<file path="src/rtl/stbs_pkg.sv">
// Shared constants and types for the sorted table binary search block.
`timescale 1ns / 1ps
package stbs_pkg;

  localparam int TABLE_DEPTH = 16;
  localparam int IDX_W       = 4;
  localparam int VAL_W       = 32;
  localparam int CNT_W       = $clog2(TABLE_DEPTH + 1);
  localparam int QUEUE_DEPTH = 2;
  localparam int QPTR_W      = (QUEUE_DEPTH > 1) ? $clog2(QUEUE_DEPTH) : 1;
  localparam int QCNT_W      = $clog2(QUEUE_DEPTH + 1);

  localparam logic FUNC_WRITE  = 1'b0;
  localparam logic FUNC_SEARCH = 1'b1;

  typedef struct packed {
    logic                    func;
    logic [IDX_W-1:0]        entry_index;
    logic signed [VAL_W-1:0] item_value;
  } item_t;

  typedef struct packed {
    logic full;
    logic empty;
  } queue_status_t;

endpackage

</file>
<file path="src/rtl/stbs_front.sv">
// Front part: accepts input transfers, drops out-of-range writes, feeds the queue.
`timescale 1ns / 1ps
module stbs_front (
  input  logic                            clk_i,
  input  logic                            rst_ni,
  input  logic                            in_valid_i,
  output logic                            in_stall_o,
  input  logic                            func_i,
  input  logic [stbs_pkg::IDX_W-1:0]      entry_index_i,
  input  logic signed [stbs_pkg::VAL_W-1:0] item_value_i,
  input  stbs_pkg::queue_status_t         q_status_i,
  output logic                            push_o,
  output stbs_pkg::item_t                 push_item_o
);

  logic            hold_valid_q, hold_valid_d;
  stbs_pkg::item_t hold_q;
  logic            accept;
  logic            keep;

  assign in_stall_o  = hold_valid_q && q_status_i.full;
  assign accept      = in_valid_i && !in_stall_o;
  assign push_o      = hold_valid_q && !q_status_i.full;
  assign push_item_o = hold_q;

  // drop writes beyond the table
  assign keep = (func_i == stbs_pkg::FUNC_SEARCH) ||
                ({1'b0, entry_index_i} < (stbs_pkg::IDX_W + 1)'(stbs_pkg::TABLE_DEPTH));

  always_comb begin
    hold_valid_d = hold_valid_q;
    if (push_o) begin
      hold_valid_d = 1'b0;
    end
    if (accept) begin
      hold_valid_d = keep;
    end
  end

  always_ff @(posedge clk_i or negedge rst_ni) begin
    if (!rst_ni) begin
      hold_valid_q <= 1'b0;
    end else begin
      hold_valid_q <= hold_valid_d;
    end
  end

  always_ff @(posedge clk_i) begin
    if (accept) begin
      hold_q.func        <= func_i;
      hold_q.entry_index <= entry_index_i;
      hold_q.item_value  <= item_value_i;
    end
  end

endmodule

</file>
<file path="src/rtl/stbs_queue.sv">
// Short in-order queue between the front and back parts.
`timescale 1ns / 1ps
module stbs_queue (
  input  logic                    clk_i,
  input  logic                    rst_ni,
  input  logic                    push_i,
  input  stbs_pkg::item_t         push_item_i,
  input  logic                    pop_i,
  output stbs_pkg::item_t         head_o,
  output stbs_pkg::queue_status_t status_o
);

  stbs_pkg::item_t                 mem_q [stbs_pkg::QUEUE_DEPTH];
  logic [stbs_pkg::QPTR_W-1:0]     wr_ptr_q, rd_ptr_q;
  logic [stbs_pkg::QCNT_W-1:0]     count_q;

  function automatic logic [stbs_pkg::QPTR_W-1:0] next_ptr(
    input logic [stbs_pkg::QPTR_W-1:0] p
  );
    if (p == stbs_pkg::QPTR_W'(stbs_pkg::QUEUE_DEPTH - 1)) begin
      return '0;
    end
    return p + 1'b1;
  endfunction

  assign status_o.full  = (count_q == stbs_pkg::QCNT_W'(stbs_pkg::QUEUE_DEPTH));
  assign status_o.empty = (count_q == '0);
  assign head_o         = mem_q[rd_ptr_q];

  always_ff @(posedge clk_i or negedge rst_ni) begin
    if (!rst_ni) begin
      wr_ptr_q <= '0;
      rd_ptr_q <= '0;
      count_q  <= '0;
    end else begin
      if (push_i) begin
        wr_ptr_q <= next_ptr(wr_ptr_q);
      end
      if (pop_i) begin
        rd_ptr_q <= next_ptr(rd_ptr_q);
      end
      unique case ({push_i, pop_i})
        2'b10:   count_q <= count_q + 1'b1;
        2'b01:   count_q <= count_q - 1'b1;
        default: count_q <= count_q;
      endcase
    end
  end

  always_ff @(posedge clk_i) begin
    if (push_i) begin
      mem_q[wr_ptr_q] <= push_item_i;
    end
  end

endmodule

</file>
<file path="src/rtl/stbs_back.sv">
// Back part: table storage, probe sequencer and result register.
`timescale 1ns / 1ps
module stbs_back (
  input  logic                        clk_i,
  input  logic                        rst_ni,
  input  logic                        cfg_we_i,
  input  logic [stbs_pkg::CNT_W-1:0]  cfg_wdata_i,
  input  stbs_pkg::item_t             head_i,
  input  stbs_pkg::queue_status_t     q_status_i,
  output logic                        pop_o,
  output logic                        out_valid_o,
  input  logic                        out_stall_i,
  output logic                        found_o,
  output logic [stbs_pkg::IDX_W-1:0]  position_o
);

  typedef enum logic {
    ST_IDLE,
    ST_SEARCH
  } state_e;

  localparam int SUM_W = stbs_pkg::CNT_W + 1;

  state_e                             state_q;
  logic [stbs_pkg::CNT_W-1:0]         entry_count_q;
  logic [stbs_pkg::CNT_W-1:0]         eff_count;
  logic [stbs_pkg::CNT_W-1:0]         low_q, high_q;
  logic signed [stbs_pkg::VAL_W-1:0]  target_q;
  logic signed [stbs_pkg::VAL_W-1:0]  mem_q [stbs_pkg::TABLE_DEPTH];
  logic                               out_valid_q, found_q;
  logic [stbs_pkg::IDX_W-1:0]         position_q;
  logic                               out_free;
  logic                               start_search;
  logic                               do_write;
  logic [SUM_W-1:0]                   mid_sum;
  logic [stbs_pkg::CNT_W-1:0]         mid;
  logic signed [stbs_pkg::VAL_W-1:0]  probe;
  logic                               bounds_crossed;

  assign eff_count = (entry_count_q > stbs_pkg::CNT_W'(stbs_pkg::TABLE_DEPTH)) ?
                     stbs_pkg::CNT_W'(stbs_pkg::TABLE_DEPTH) : entry_count_q;

  assign out_free     = !out_valid_q || !out_stall_i;
  assign do_write     = (state_q == ST_IDLE) && !q_status_i.empty &&
                        (head_i.func == stbs_pkg::FUNC_WRITE);
  assign start_search = (state_q == ST_IDLE) && !q_status_i.empty &&
                        (head_i.func == stbs_pkg::FUNC_SEARCH) && out_free;
  assign pop_o        = do_write || start_search;

  // high_q holds one past the upper bound
  assign bounds_crossed = (low_q >= high_q);
  assign mid_sum        = SUM_W'(low_q) + SUM_W'(high_q) - SUM_W'(1);
  assign mid            = mid_sum[SUM_W-1:1];
  assign probe          = mem_q[mid[stbs_pkg::IDX_W-1:0]];

  assign out_valid_o = out_valid_q;
  assign found_o     = found_q;
  assign position_o  = position_q;

  always_ff @(posedge clk_i or negedge rst_ni) begin
    if (!rst_ni) begin
      state_q       <= ST_IDLE;
      entry_count_q <= '0;
      out_valid_q   <= 1'b0;
    end else begin
      if (cfg_we_i) begin
        entry_count_q <= cfg_wdata_i;
      end
      if (out_valid_q && !out_stall_i) begin
        out_valid_q <= 1'b0;
      end
      unique case (state_q)
        ST_IDLE: begin
          if (start_search) begin
            state_q <= ST_SEARCH;
          end
        end
        ST_SEARCH: begin
          if (bounds_crossed || (probe == target_q)) begin
            out_valid_q <= 1'b1;
            state_q     <= ST_IDLE;
          end
        end
        default: state_q <= ST_IDLE;
      endcase
    end
  end

  always_ff @(posedge clk_i) begin
    if (do_write) begin
      mem_q[head_i.entry_index] <= head_i.item_value;
    end
    if (start_search) begin
      low_q    <= '0;
      high_q   <= eff_count;
      target_q <= head_i.item_value;
    end else if (state_q == ST_SEARCH) begin
      if (bounds_crossed) begin
        found_q    <= 1'b0;
        position_q <= '0;
      end else if (probe == target_q) begin
        found_q    <= 1'b1;
        position_q <= mid[stbs_pkg::IDX_W-1:0];
      end else if (probe > target_q) begin
        high_q <= mid;
      end else begin
        low_q <= mid + 1'b1;
      end
    end
  end

  a_bounds_in_range: assert property (@(posedge clk_i) disable iff (!rst_ni)
    (state_q == ST_SEARCH) |-> (high_q <= eff_count) && (low_q <= high_q + 1'b1))
    else $error("search bounds left the table");

  a_search_owns_output: assert property (@(posedge clk_i) disable iff (!rst_ni)
    (state_q == ST_SEARCH) |-> !out_valid_q)
    else $error("search running while a result is pending");

  a_found_in_table: assert property (@(posedge clk_i) disable iff (!rst_ni)
    (state_q == ST_SEARCH) && !bounds_crossed && (probe == target_q) |=>
      out_valid_q && found_q)
    else $error("match not reported");

  a_no_pop_while_search: assert property (@(posedge clk_i) disable iff (!rst_ni)
    (state_q == ST_SEARCH) |-> !pop_o)
    else $error("queue popped during a search");

endmodule

</file>
<file path="src/rtl/sorted_table_binary_search.sv">
// Top level of the sorted table binary search block.
`timescale 1ns / 1ps
// Holds a 16-entry table of signed 32-bit values written by write items
// (func 0) and answered by search items (func 1), which return found and
// position. A write updates the table in the back part while it is idle.
// A search waits for the result register to be free, loads its bounds,
// then probes the table once per step, halving the bounds, until it finds
// a match or sees the bounds cross. The front part and a two-entry queue
// keep taking items while a search runs, until the queue and the front's
// holding register are full. The user must write entry_count through
// cfg_we_i / cfg_wdata_i only while the block is idle; the block does not
// enforce this. Values above 16 act as 16. Entries must be written before
// a search probes them.
module sorted_table_binary_search (
  input  logic                              clk_i,
  input  logic                              rst_ni,
  input  logic                              cfg_we_i,
  input  logic [stbs_pkg::CNT_W-1:0]        cfg_wdata_i,
  input  logic                              in_valid_i,
  output logic                              in_stall_o,
  input  logic                              func_i,
  input  logic [stbs_pkg::IDX_W-1:0]        entry_index_i,
  input  logic signed [stbs_pkg::VAL_W-1:0] item_value_i,
  output logic                              out_valid_o,
  input  logic                              out_stall_i,
  output logic                              found_o,
  output logic [stbs_pkg::IDX_W-1:0]        position_o
);

  stbs_pkg::queue_status_t q_status;
  stbs_pkg::item_t         push_item, head_item;
  logic                    push, pop;

  stbs_front u_front (
    .clk_i         (clk_i),
    .rst_ni        (rst_ni),
    .in_valid_i    (in_valid_i),
    .in_stall_o    (in_stall_o),
    .func_i        (func_i),
    .entry_index_i (entry_index_i),
    .item_value_i  (item_value_i),
    .q_status_i    (q_status),
    .push_o        (push),
    .push_item_o   (push_item)
  );

  stbs_queue u_queue (
    .clk_i       (clk_i),
    .rst_ni      (rst_ni),
    .push_i      (push),
    .push_item_i (push_item),
    .pop_i       (pop),
    .head_o      (head_item),
    .status_o    (q_status)
  );

  stbs_back u_back (
    .clk_i       (clk_i),
    .rst_ni      (rst_ni),
    .cfg_we_i    (cfg_we_i),
    .cfg_wdata_i (cfg_wdata_i),
    .head_i      (head_item),
    .q_status_i  (q_status),
    .pop_o       (pop),
    .out_valid_o (out_valid_o),
    .out_stall_i (out_stall_i),
    .found_o     (found_o),
    .position_o  (position_o)
  );

endmodule
</file>
<file path="config.mk">
export PLATFORM = sky130hd
export DESIGN_NAME = sorted_table_binary_search
export DESIGN_NICKNAME = d
export VERILOG_FILES = /design/src/rtl/stbs_pkg.sv /design/src/rtl/stbs_front.sv /design/src/rtl/stbs_queue.sv /design/src/rtl/stbs_back.sv /design/src/rtl/sorted_table_binary_search.sv
export SDC_FILE = /design/constraint.sdc
export NUM_CORES = 1
export LEC_CHECK = 0
export BUFFER_PORTS_ARGS = -buffer_cell sky130_fd_sc_hd__buf_2
export CAP_MARGIN = 20
export CORE_MARGIN = 2
export CORE_UTILIZATION = 42
export DETAILED_ROUTE_END_ITERATION = 7
export GPL_TIMING_DRIVEN = 0
export PLACE_DENSITY = 0.63
export SLEW_MARGIN = 10
export SYNTH_ARGS = -nofsm -noshare
export SYNTH_HDL_FRONTEND = slang
export SYNTH_HIERARCHICAL = 1
export SYNTH_SLANG_ARGS = --single-unit
</file>
<file path="constraint.sdc">
create_clock -name clk_i -period 15.1 [get_ports clk_i]
set_input_delay 0.755 -clock clk_i [delete_from_list [all_inputs] [get_ports clk_i]]
set_output_delay 0.755 -clock clk_i [all_outputs]
set_load 0.03 [all_outputs]
</file>
; ---- Word level (Yosys, flattened, before mapping)
; Memory sizes are Yosys's and may differ from the RTL's.
; Index checks and enable logic that the tools add are counted.
[totals]
reg_bits = 96
latchBits = 0
ramBits = 586
rom_bits = 0
output_inout_bits = 7
elab_cells = 93
n_memories = 2
[memory_table]
columns = memory, words, word_bits, read_ports, rd_ports_with_merged_regs, write_ports, line
row1 = u_back.mem_q, 16, 32, 1, 0, 1, stbs_back.sv:29  ; logic signed [stbs_pkg::VAL_W-1:0] mem_q [stbs_pkg::TABLE_DEPTH];
row2 = u_queue.mem_q, 2, 37, 1, 0, 1, stbs_queue.sv:13  ; stbs_pkg::item_t mem_q [stbs_pkg::QUEUE_DEPTH];
[op_classes]
addsub = 7
n_mul = 0
div_mod_pow = 0
magnitude_cmp = 3
eq_ne = 6
shifts = 0
muxes = 29
bitwise_logic = 6
n_reduce_logical = 25
[op_table]
columns = operator, n
row1 = 32-bit equality test, 1
row2 = 32-bit greater-than comparator, 1
row3 = 5-bit 2-to-1 mux, 6
row4 = 1-bit 2-to-1 mux, 20
row5 = 2-bit nonzero test, 5
row6 = 1-bit logical AND, 8
row7 = 4-bit AND reduction, 2
row8 = 5-bit by 5-bit adder with 6-bit output, 1
row9 = 1-bit NOT, 6
row10 = "6-bit by 1-bit subtractor with 6-bit output, second input constant", 1
row11 = "5-bit by 1-bit adder with 5-bit output, second input constant", 1
row12 = 5-bit greater-or-equal comparator, 1
row13 = "5-bit greater-than comparator, second input constant", 1
row14 = 1-bit zero test, 5
row15 = "2-bit equality test, second input constant", 2
row16 = 4-bit 2-to-1 mux, 1
row17 = "2-bit by 1-bit != test with 1-bit output, second input constant", 2
row18 = 2-bit one-hot mux with 2 select lines, 1
row19 = 1-bit logical OR, 3
row20 = 3-bit AND reduction, 1
row21 = "1-bit adder, second input constant", 2
row22 = "2-bit by 1-bit adder with 2-bit output, second input constant", 1
row23 = "2-bit by 1-bit equality test with 1-bit output, second input constant", 1
row24 = 2-bit zero test, 1
row25 = 2 further kinds, 2

; ---- Logic depth before layout (Yosys ltp)
; Gate-level depths: netlist (run 1).
; An unclocked memory read counts as a cell.
[depth]
depth_word = 9
ltp_mapped = 17
mapped_depth_nobuf = 17

; ---- Hierarchy
; The synthesis (run 1) kept the hierarchy.
[modules_own_cells]
columns = module, n_inst, cells_each, area_each_um2, seq_area_each_um2
row1 = stbs_back, 1, 1001, 22414.0, 16911.2
row2 = stbs_queue, 1, 131, 2936.6, 2322.2
row3 = stbs_front, 1, 42, 1168.6, 1136.1

; ---- Worst setup path before layout (run 1)
; OpenSTA, ideal clock, no wires.
[synth_timing]
path_type = flip-flop to flip-flop
startpoint = register u_back/low_q[1] (netlist bit)
endpoint = register u_back/high_q[0] (netlist bit), enable pin
arrival_time_ps = 4622
path_slack_ps = 10132
path_stages_with_launch = 18
period_less_slack_ps = 4968
cell_sequence = dfxtp_1 > inv_1 > ha_1 > inv_1 > ha_1 > fa_1 > clkbuf_1 > clkbuf_1 > mux4_2 > mux4_2 > ha_1 > nor2b_1 > o211ai_1 > a21oi_1 > o311ai_1 > and4_4 > nor2_1 > o21ai_1
[synth_via]
elab_chain_cells = 6
word_cells_on_any_way = 10
classes_between = add/sub: 2 / order compare: 2 / eq/ne: 3 / reduce/logical: 2 / memory: 1
[synth_rtl]
columns = element, line
row1 = start: declaration, stbs_back.sv:27  ; logic [stbs_pkg::CNT_W-1:0] low_q, high_q;
row2 = start signal: assignment, stbs_back.sv:107  ; low_q <= mid + 1'b1;
row3 = 5-bit by 5-bit adder with 6-bit output (*), stbs_back.sv:52  ; assign mid_sum = SUM_W'(low_q) + SUM_W'(high_q) - SUM_W'(1);
row4 = 6-bit by 1-bit subtractor with 6-bit output (*), stbs_back.sv:52
row5 = net u_back.mid_sum[2], stbs_back.sv:35  ; logic [SUM_W-1:0] mid_sum;
row6 = memory 16 x 32 bit (*), n/a
row7 = 32-bit greater-than comparator or 32-bit equality test (tied branches), "stbs_back.sv:104, stbs_back.sv:101"
row8 = 2-bit nonzero test (no line) or 2-bit by 1-bit != test with 1-bit output (tied branches), n/a
row9 = 4-bit AND reduction (no line) (*), n/a
row10 = end signal: assignment, stbs_back.sv:95  ; high_q <= eff_count;
row11 = end signal: assignment, stbs_back.sv:105  ; high_q <= mid;
row12 = end: declaration, stbs_back.sv:27
; Mark *: on every way through the listed nets, which the timed path passes. The rest lies on a longest branch.
; A chain may end at the register's enable or synchronous reset.

; ---- Final worst setup path (run 1)
[layout_timing]
startpoint = register u_back/low_q[1] (netlist bit)
endpoint = register u_back/high_q[4] (netlist bit), enable pin
; Same word-level chain as after synthesis.

==> results of run 1 <==
-- worst max-delay path, delay by kind of cell (launching register included) --
family	cells	cell delay, ps
multiplexers	2	920
buffers and inverters	4	1310
AND/OR/NAND/NOR	3	840
AO/OA/AOI/OAI	3	1170
flip-flops	1	330
adder cells (fa/ha/maj)	4	1580
-- kinds of logic after synthesis --
group / after synthesis / share of synthesized area
flip-flops: 682 / 0.768
multiplexers: 201 / 0.156
buffers and inverters: 98 / 0.0184
AND/OR/NAND/NOR: 81 / 0.0159
AO/OA/AOI/OAI: 51 / 0.0131
adder cells (fa/ha/maj): 50 / 0.0239
XOR/XNOR: 11 / 0.00462
-- final timing paths --
path,start,to,cells after the start
max in group asynchronous,rst_ni,u_front/hold_valid_q,1
worst min-delay path,rst_ni,u_back/out_valid_o,1
worst max register to register,u_back/low_q[1],u_back/high_q[4],16
min in group clk_i,entry_index_i[3],u_front/push_item_o[35],1
worst max-delay path,u_back/low_q[1],u_back/high_q[4],16
worst min register to register,u_front/push_item_o[18],u_queue/mem_q[0][18],0
-- per-stage QoR --
step,worst slack (ps),hold WS (ps),util
after detailed placement,8580,431,0.458
after global placement,7680,425,0.444
after global routing,8310,104,0.495
after floorplan,10130,421,-
final,8600,103,0.495
after CTS,8540,75.6,0.495
-- state kept, by name, indices dropped and copies added, names as in the netlist --
| signal | cells |
|---|---|
| u_back/entry_count_q | 5 |
| u_back/found_o | 1 |
| u_back/high_q | 5 |
| u_back/low_q | 5 |
| u_back/mem_q | 512 |
| u_back/out_valid_o | 1 |
| u_back/position_o | 4 |
| u_back/state_q | 1 |
| u_back/target_q | 32 |
| u_front/hold_valid_q | 1 |
| u_front/push_item_o | 37 |
| u_queue/count_q | 2 |
| u_queue/mem_q | 74 |
| u_queue/rd_ptr_q | 1 |
| u_queue/wr_ptr_q | 1 |
-- layout by cell type, fill, tap and decap left out, drive strengths merged, types with 2 or more instances in the layout --
master / n
mux4: 160
and2: 3
clkinv: 32
nor3: 6
xnor2: 7
inv: 61
nand3: 7
nor2b: 2
xor2: 4
edfxtp: 665
nand4: 8
buf: 120
o2bb2ai: 5
a21oi: 20
a21o: 4
bufinv: 5
a211oi: 3
nand2: 20
ha: 49
a21boi: 3
nor2: 26
dfxtp: 5
clkbuf: 106
nand2b: 2
o21ai: 9
o31ai: 3
dfrtp: 12
mux2: 41
or3: 2
-- final cells by class --
| cell class | count | area (µm²) | area share |
|---|---|---|---|
| Buffer | 40 | 269 | 0.00866 |
| Inverter | 58 | 218 | 0.00701 |
| Tap cell | 846 | 1060 | 0.0341 |
| Timing Repair Buffer | 94 | 1030 | 0.0333 |
| Clock buffer | 92 | 2000 | 0.0645 |
| Multi-Input combinational cell | 394 | 5790 | 0.186 |
| Sequential cell | 682 | 20400 | 0.656 |
| Clock inverter | 40 | 320 | 0.0103 |
-- layer usage --
layer / wire length [µm] / vias up
met1: 25000 / 6566
met4: 1100 / 0
met3: 3680 / 77
met2: 27200 / 401
met5: 0 / -
li1: - / 5201
==> metrics.log, run 1 <==
INFO  metric dieWidth = between 200 and 300 µm
INFO  metric final_layout_size_suffix_gt1_frac = 0.327
INFO  metric worstPathArrival = about 6700 ps
INFO  metric synth_seq_area_share = 0.768
INFO  metric synth_area = about 27000 µm²
INFO  metric num_vias = approximately 12k
INFO  metric post-route-period-util = 0.431
INFO  metric drv_cap = 0
INFO  metric tns = 0 ps
INFO  metric tritoncts = done
INFO  metric grt.total_usage = 0.180
INFO  metric rows = 92
INFO  metric worst_clock_skew = 24.4 ps
INFO  metric post_layout_nonfiller_instances = between 2k and 2.5k
INFO  metric critical-path-slowest-cell = sky130_fd_sc_hd__clkbuf_1
INFO  metric max_stage_delay = approximately 770 ps
INFO  metric antenna_found_initial = 0
INFO  metric grt_pass1_wl = 83300 µm
INFO  metric layout.cell_area.non_filler = slightly above 30000 µm²
INFO  metric max_slew_margin = 0.319
INFO  metric cp_most_frequent_cell = sky130_fd_sc_hd__ha_1
INFO  metric num-fill-cells = a little under 5k
INFO  metric synthesis.instances = 1174
INFO  metric synth_commonest_cells = 665 x sky130_fd_sc_hd__edfxtp_1, 160 x sky130_fd_sc_hd__mux4_2, 57 x sky130_fd_sc_hd__inv_1
INFO  metric detail_route.iter0.violations = roughly 1k
INFO  metric cts-resized-gates = 0
INFO  metric globalRouteMet1Util = 0.258
INFO  metric finish.net_count = around 1.4k
INFO  metric drt.antenna.violating_nets = 0
INFO  metric grt_max_degree = 21
INFO  metric design.portCount = 54
INFO  metric vias_in_the_first_global_route = roughly 13k
INFO  metric clkSinkCount = between 600 and 700
INFO  metric die_h = 255 µm
INFO  metric ys_top_cells_by_area = sky130_fd_sc_hd__edfxtp_1 75%, sky130_fd_sc_hd__mux4_2 14%, sky130_fd_sc_hd__ha_1 2.3%
INFO  metric numPortBuffers = between 50 and 60
INFO  metric setup_repair_after_global_routing_missed_its_margin = no
INFO  metric core = roughly 63000 µm²
INFO  metric max_freq = around 150 MHz
INFO  metric most_common_cell_in_the_synthesized_netlist = sky130_fd_sc_hd__edfxtp_1
INFO  metric synth.avg_cell_area = around 23 µm²
INFO  metric endpoint_kind = flop
INFO  metric routedWlPerCell = 25.3 µm
INFO  metric floorplan.initialDensity = 0.423
INFO  metric synth_seq_cells = 682
INFO  metric clockBufferDepth = 3
INFO  metric yosysWarnings = 6
INFO  metric postSynth.asyncResetShare = 0.0176
INFO  metric cp_cell_sequence = inv_1 > ha_1 > inv_1 > ha_1 > fa_1 > clkbuf_1 > clkbuf_1 > mux4_2 > mux4_2 > ha_1 > nand4_2 > nor4_4 > o311ai_1 > a31oi_4 > nor2_1 > o21ai_1
INFO  metric grt.busiest_layer = met2
INFO  metric global_route.usage.met3 = 0.0360
INFO  metric slew_viol_final = 0
INFO  metric critical_path.max_fanout = 10
INFO  metric synth_nets = between 1k and 1.5k
INFO  metric clock_tree.htree_level_count = 3
INFO  metric slew_of_the_pin_with_the_lowest_slew_margin = 1020 ps
INFO  metric outcome = completed
INFO  metric placed_area = between 20000 and 30000 µm²
INFO  metric flow.area_growth_from_synthesis = 17.1%
INFO  metric cts_hold_repair.buffers = 0
INFO  metric detail_route.wirelength = 56900 µm
INFO  metric setup_viol_count_final = 0
INFO  metric hold_path.class = in2async
INFO  metric final_critical_path_time_including_i_o_delays_and_setup = approximately 6500 ps
INFO  metric drt_drc_violations_left = 0
INFO  metric synthDominantAreaCellType = sky130_fd_sc_hd__edfxtp_1
INFO  metric clock-root-buffer = sky130_fd_sc_hd__clkbuf_16
INFO  metric globalplace.congestion = 0.754
INFO  metric synth_cell_types = slightly below 50
INFO  metric place_inst = between 2k and 2.5k
INFO  metric setup.worst_path.class = reg2reg
INFO  metric gr-total-overflow = 0
INFO  metric cts.reportedPaths.clkPinSlew = 60 ps
INFO  metric synth_largest_type_area_fraction = 0.753
INFO  metric detailed_place_hpwl = 36700 µm
INFO  metric detail_route.vias_per_cell = between 5 and 6
INFO  metric r2r_setup_slack = 8600 ps
INFO  metric antenna_cells_inserted = 0
INFO  metric floorplan.die_area = 65200 µm²
INFO  metric synth_enable_flop_cells = around 670
INFO  metric total_clock_buffers_created_by_cts = 73
INFO  metric clkLatencyLatePin = 610 ps
INFO  metric worstSetupStartpointType = flop
INFO  metric gr-usage-met2 = 0.283
INFO  metric drt_first_pass_iters = 5
INFO  metric critPathRequiredTime = around 15000 ps
INFO  metric timing_hold_violations_final = 0
INFO  metric cts_setup_buffers = 0
INFO  metric synth_ff_type = sky130_fd_sc_hd__edfxtp_1
Power of run 1 is not shown: default switching activity piles up to over one toggle a cycle in this logic, so the estimate is an artifact.
==> run 2, diff against run 1 <==
clock period = 6.7 ns   (was 15.1 ns; I/O delays follow)
==> run 2 against run 1 <==
Effect of this change: flip-flop and latch count stayed put; first-iteration DRC count is 19% higher; utilization is 0.71 points higher.
==> metrics.log, run 2 (synthesized netlist as in run 1, its figures left out) <==
INFO  metric worstSetupStartpointType = flop
INFO  metric setup_repair_after_global_routing_missed_its_margin = no
INFO  metric place_inst = 2114
INFO  metric clock_tree.htree_level_count = 3
INFO  metric max_stage_delay = 830 ps
INFO  metric clkSinkCount = ~700
INFO  metric drt.antenna.violating_nets = 0
INFO  metric max_freq = 155 MHz
INFO  metric worstPathArrival = ~6700 ps
INFO  metric largest_reg_flops = between 500 and 600
INFO  metric drt_drc_violations_left = 0
INFO  metric num_vias = around 12k
INFO  metric core = 62700 µm²
INFO  metric globalplace.congestion = ~0.75
INFO  metric finish.net_count = between 1k and 1.5k
INFO  metric detail_route.iter0.violations = 1192
INFO  metric cts_setup_buffers = 0
INFO  metric num-fill-cells = around 4.9k
INFO  metric layout.cell_area.non_filler = between 30000 and 40000 µm²
INFO  metric registers.top_by_ff_count = u_back/mem_q
INFO  metric critical-path-slowest-cell = sky130_fd_sc_hd__clkbuf_1
INFO  metric slew_viol_final = 0
INFO  metric total_clock_buffers_created_by_cts = 73
INFO  metric grt_pass1_wl = approximately 84000 µm
INFO  metric placed_area = around 29000 µm²
INFO  metric final_cell_mix = 665 x sky130_fd_sc_hd__edfxtp_1, 160 x sky130_fd_sc_hd__mux4_2, 77 x sky130_fd_sc_hd__clkbuf_16, 64 x sky130_fd_sc_hd__buf_2, 56 x sky130_fd_sc_hd__inv_1
INFO  metric post_layout_nonfiller_instances = between 2k and 2.5k
INFO  metric drt_first_pass_iters = 5
INFO  metric rows = between 90 and 100
INFO  metric post-route-period-util = 0.965
INFO  metric r2r_setup_slack = ~240 ps
INFO  metric floorplan.die_area = around 65000 µm²
INFO  metric clockBufferDepth = 3
INFO  metric cp_cell_sequence = inv_1 > ha_1 > inv_1 > ha_1 > fa_1 > clkbuf_1 > clkbuf_1 > mux4_2 > mux4_2 > ha_1 > a21o_1 > nand3_1 > a21oi_1 > o31ai_1 > and4_4 > nor2_1 > o21ai_1
INFO  metric routedWlPerCell = approximately 25 µm
INFO  metric worst_clock_skew = ~24 ps
INFO  metric die_h = between 200 and 300 µm
INFO  metric grt.total_usage = 0.181
INFO  metric antenna_cells_inserted = 0
INFO  metric detailed_place_hpwl = 36700 µm
INFO  metric dieWidth = 255 µm
INFO  metric detail_route.vias_per_cell = 5.40
INFO  metric setup.worst_path.class = reg2reg
INFO  metric slew_of_the_pin_with_the_lowest_slew_margin = 1040 ps
INFO  metric detail_route.wirelength = around 57000 µm
INFO  metric endpoint_kind = flop
INFO  metric critical_path.max_fanout = 10
INFO  metric setup_viol_count_final = 0
INFO  metric final_layout_size_suffix_gt1_frac = 0.321
INFO  metric critPathRequiredTime = 6940 ps
INFO  metric tritoncts = done
INFO  metric grt_max_degree = 21
INFO  metric design.portCount = 54
INFO  metric antenna_found_initial = 0
INFO  metric numPortBuffers = 53
INFO  metric clkLatencyLatePin = between 600 and 700 ps
INFO  metric floorplan.initialDensity = 0.423
INFO  metric hold_path.class = in2reg
INFO  metric cp_most_frequent_cell = sky130_fd_sc_hd__ha_1
INFO  metric cts.reportedPaths.clkPinSlew = roughly 60 ps
INFO  metric outcome = completed
INFO  metric gr-total-overflow = 0
INFO  metric commonest_non_fill_non_tap_cell_in_the_layout = sky130_fd_sc_hd__edfxtp_1
INFO  metric clock-root-buffer = sky130_fd_sc_hd__clkbuf_16
INFO  metric drv_cap = 0
INFO  metric max_slew_margin = 0.309
INFO  metric flow.area_growth_from_synthesis = 18.8%
INFO  metric timing_hold_violations_final = 0
INFO  metric final_critical_path_time_including_i_o_delays_and_setup = 6460 ps
INFO  metric vias_in_the_first_global_route = ~13k
run 2: what timing repair did:
item | CTS | global route
hold buffers | 44 | 0
gates resized for setup | 0 | 18
endpoints found under the hold margin | 55 | 0
endpoints found under the setup margin | 0 | 5
run 2: layout make-up:
cell class / instances / area [µm²] / share of cell area
buffer: 40 / 277 / 0.00877
clock inverter: 40 / 320 / 0.0102
sequential: 682 / 20400 / 0.646
inverter: 58 / 218 / 0.00691
multi-input combinational: 394 / 5790 / 0.184
clock buffer: 92 / 2000 / 0.0636
timing repair buffer: 138 / 1480 / 0.0468
tap: 846 / 1060 / 0.0336
run 2: per-layer routing:
layer,global-route usage,share of wire,vias up
met5,0,0,-
met4,0.0536,0.020,0
met3,0.0354,0.063,82
met2,0.285,0.48,383
met1,0.258,0.44,6622
li1,-,-,5284
run 2: final timing paths:
kind,start,to,cells past startpoint
worst max register to register,u_back/low_q[1],u_back/high_q[4],17
worst max-delay path,u_back/low_q[1],u_back/high_q[4],17
worst min register to register,u_front/push_item_o[25],u_queue/mem_q[1][25],0
worst min-delay path,cfg_we_i,u_back/entry_count_q[4],2
max in group asynchronous,rst_ni,u_back/state_q,2
min in group asynchronous,rst_ni,u_back/out_valid_o,2
run 2: through the flow:
step | setup slack, ps | setup TNS [ps] | util | hold WS (ps)
floorplan | 1730 | 0 | - | 39.4
global placement | -723 | -64880 | 0.444 | 284
detailed placement | 181 | 0 | 0.458 | 297
CTS | 138 | 0 | 0.502 | 17.0
global route | 16.0 | 0 | 0.502 | 67.0
finish | 236 | 0 | 0.502 | 41.0
run 2: critical path, delay by kind of cell (launching register included):
family,cells,cell delay [ps]
AOI/OAI and AO/OA,4,1370
adders and majority gates,4,1560
buffers and inverters,4,1370
DFF,1,330
muxes,2,940
and+or+nand+nor,3,530
Power of run 2 is left out for the same reason.
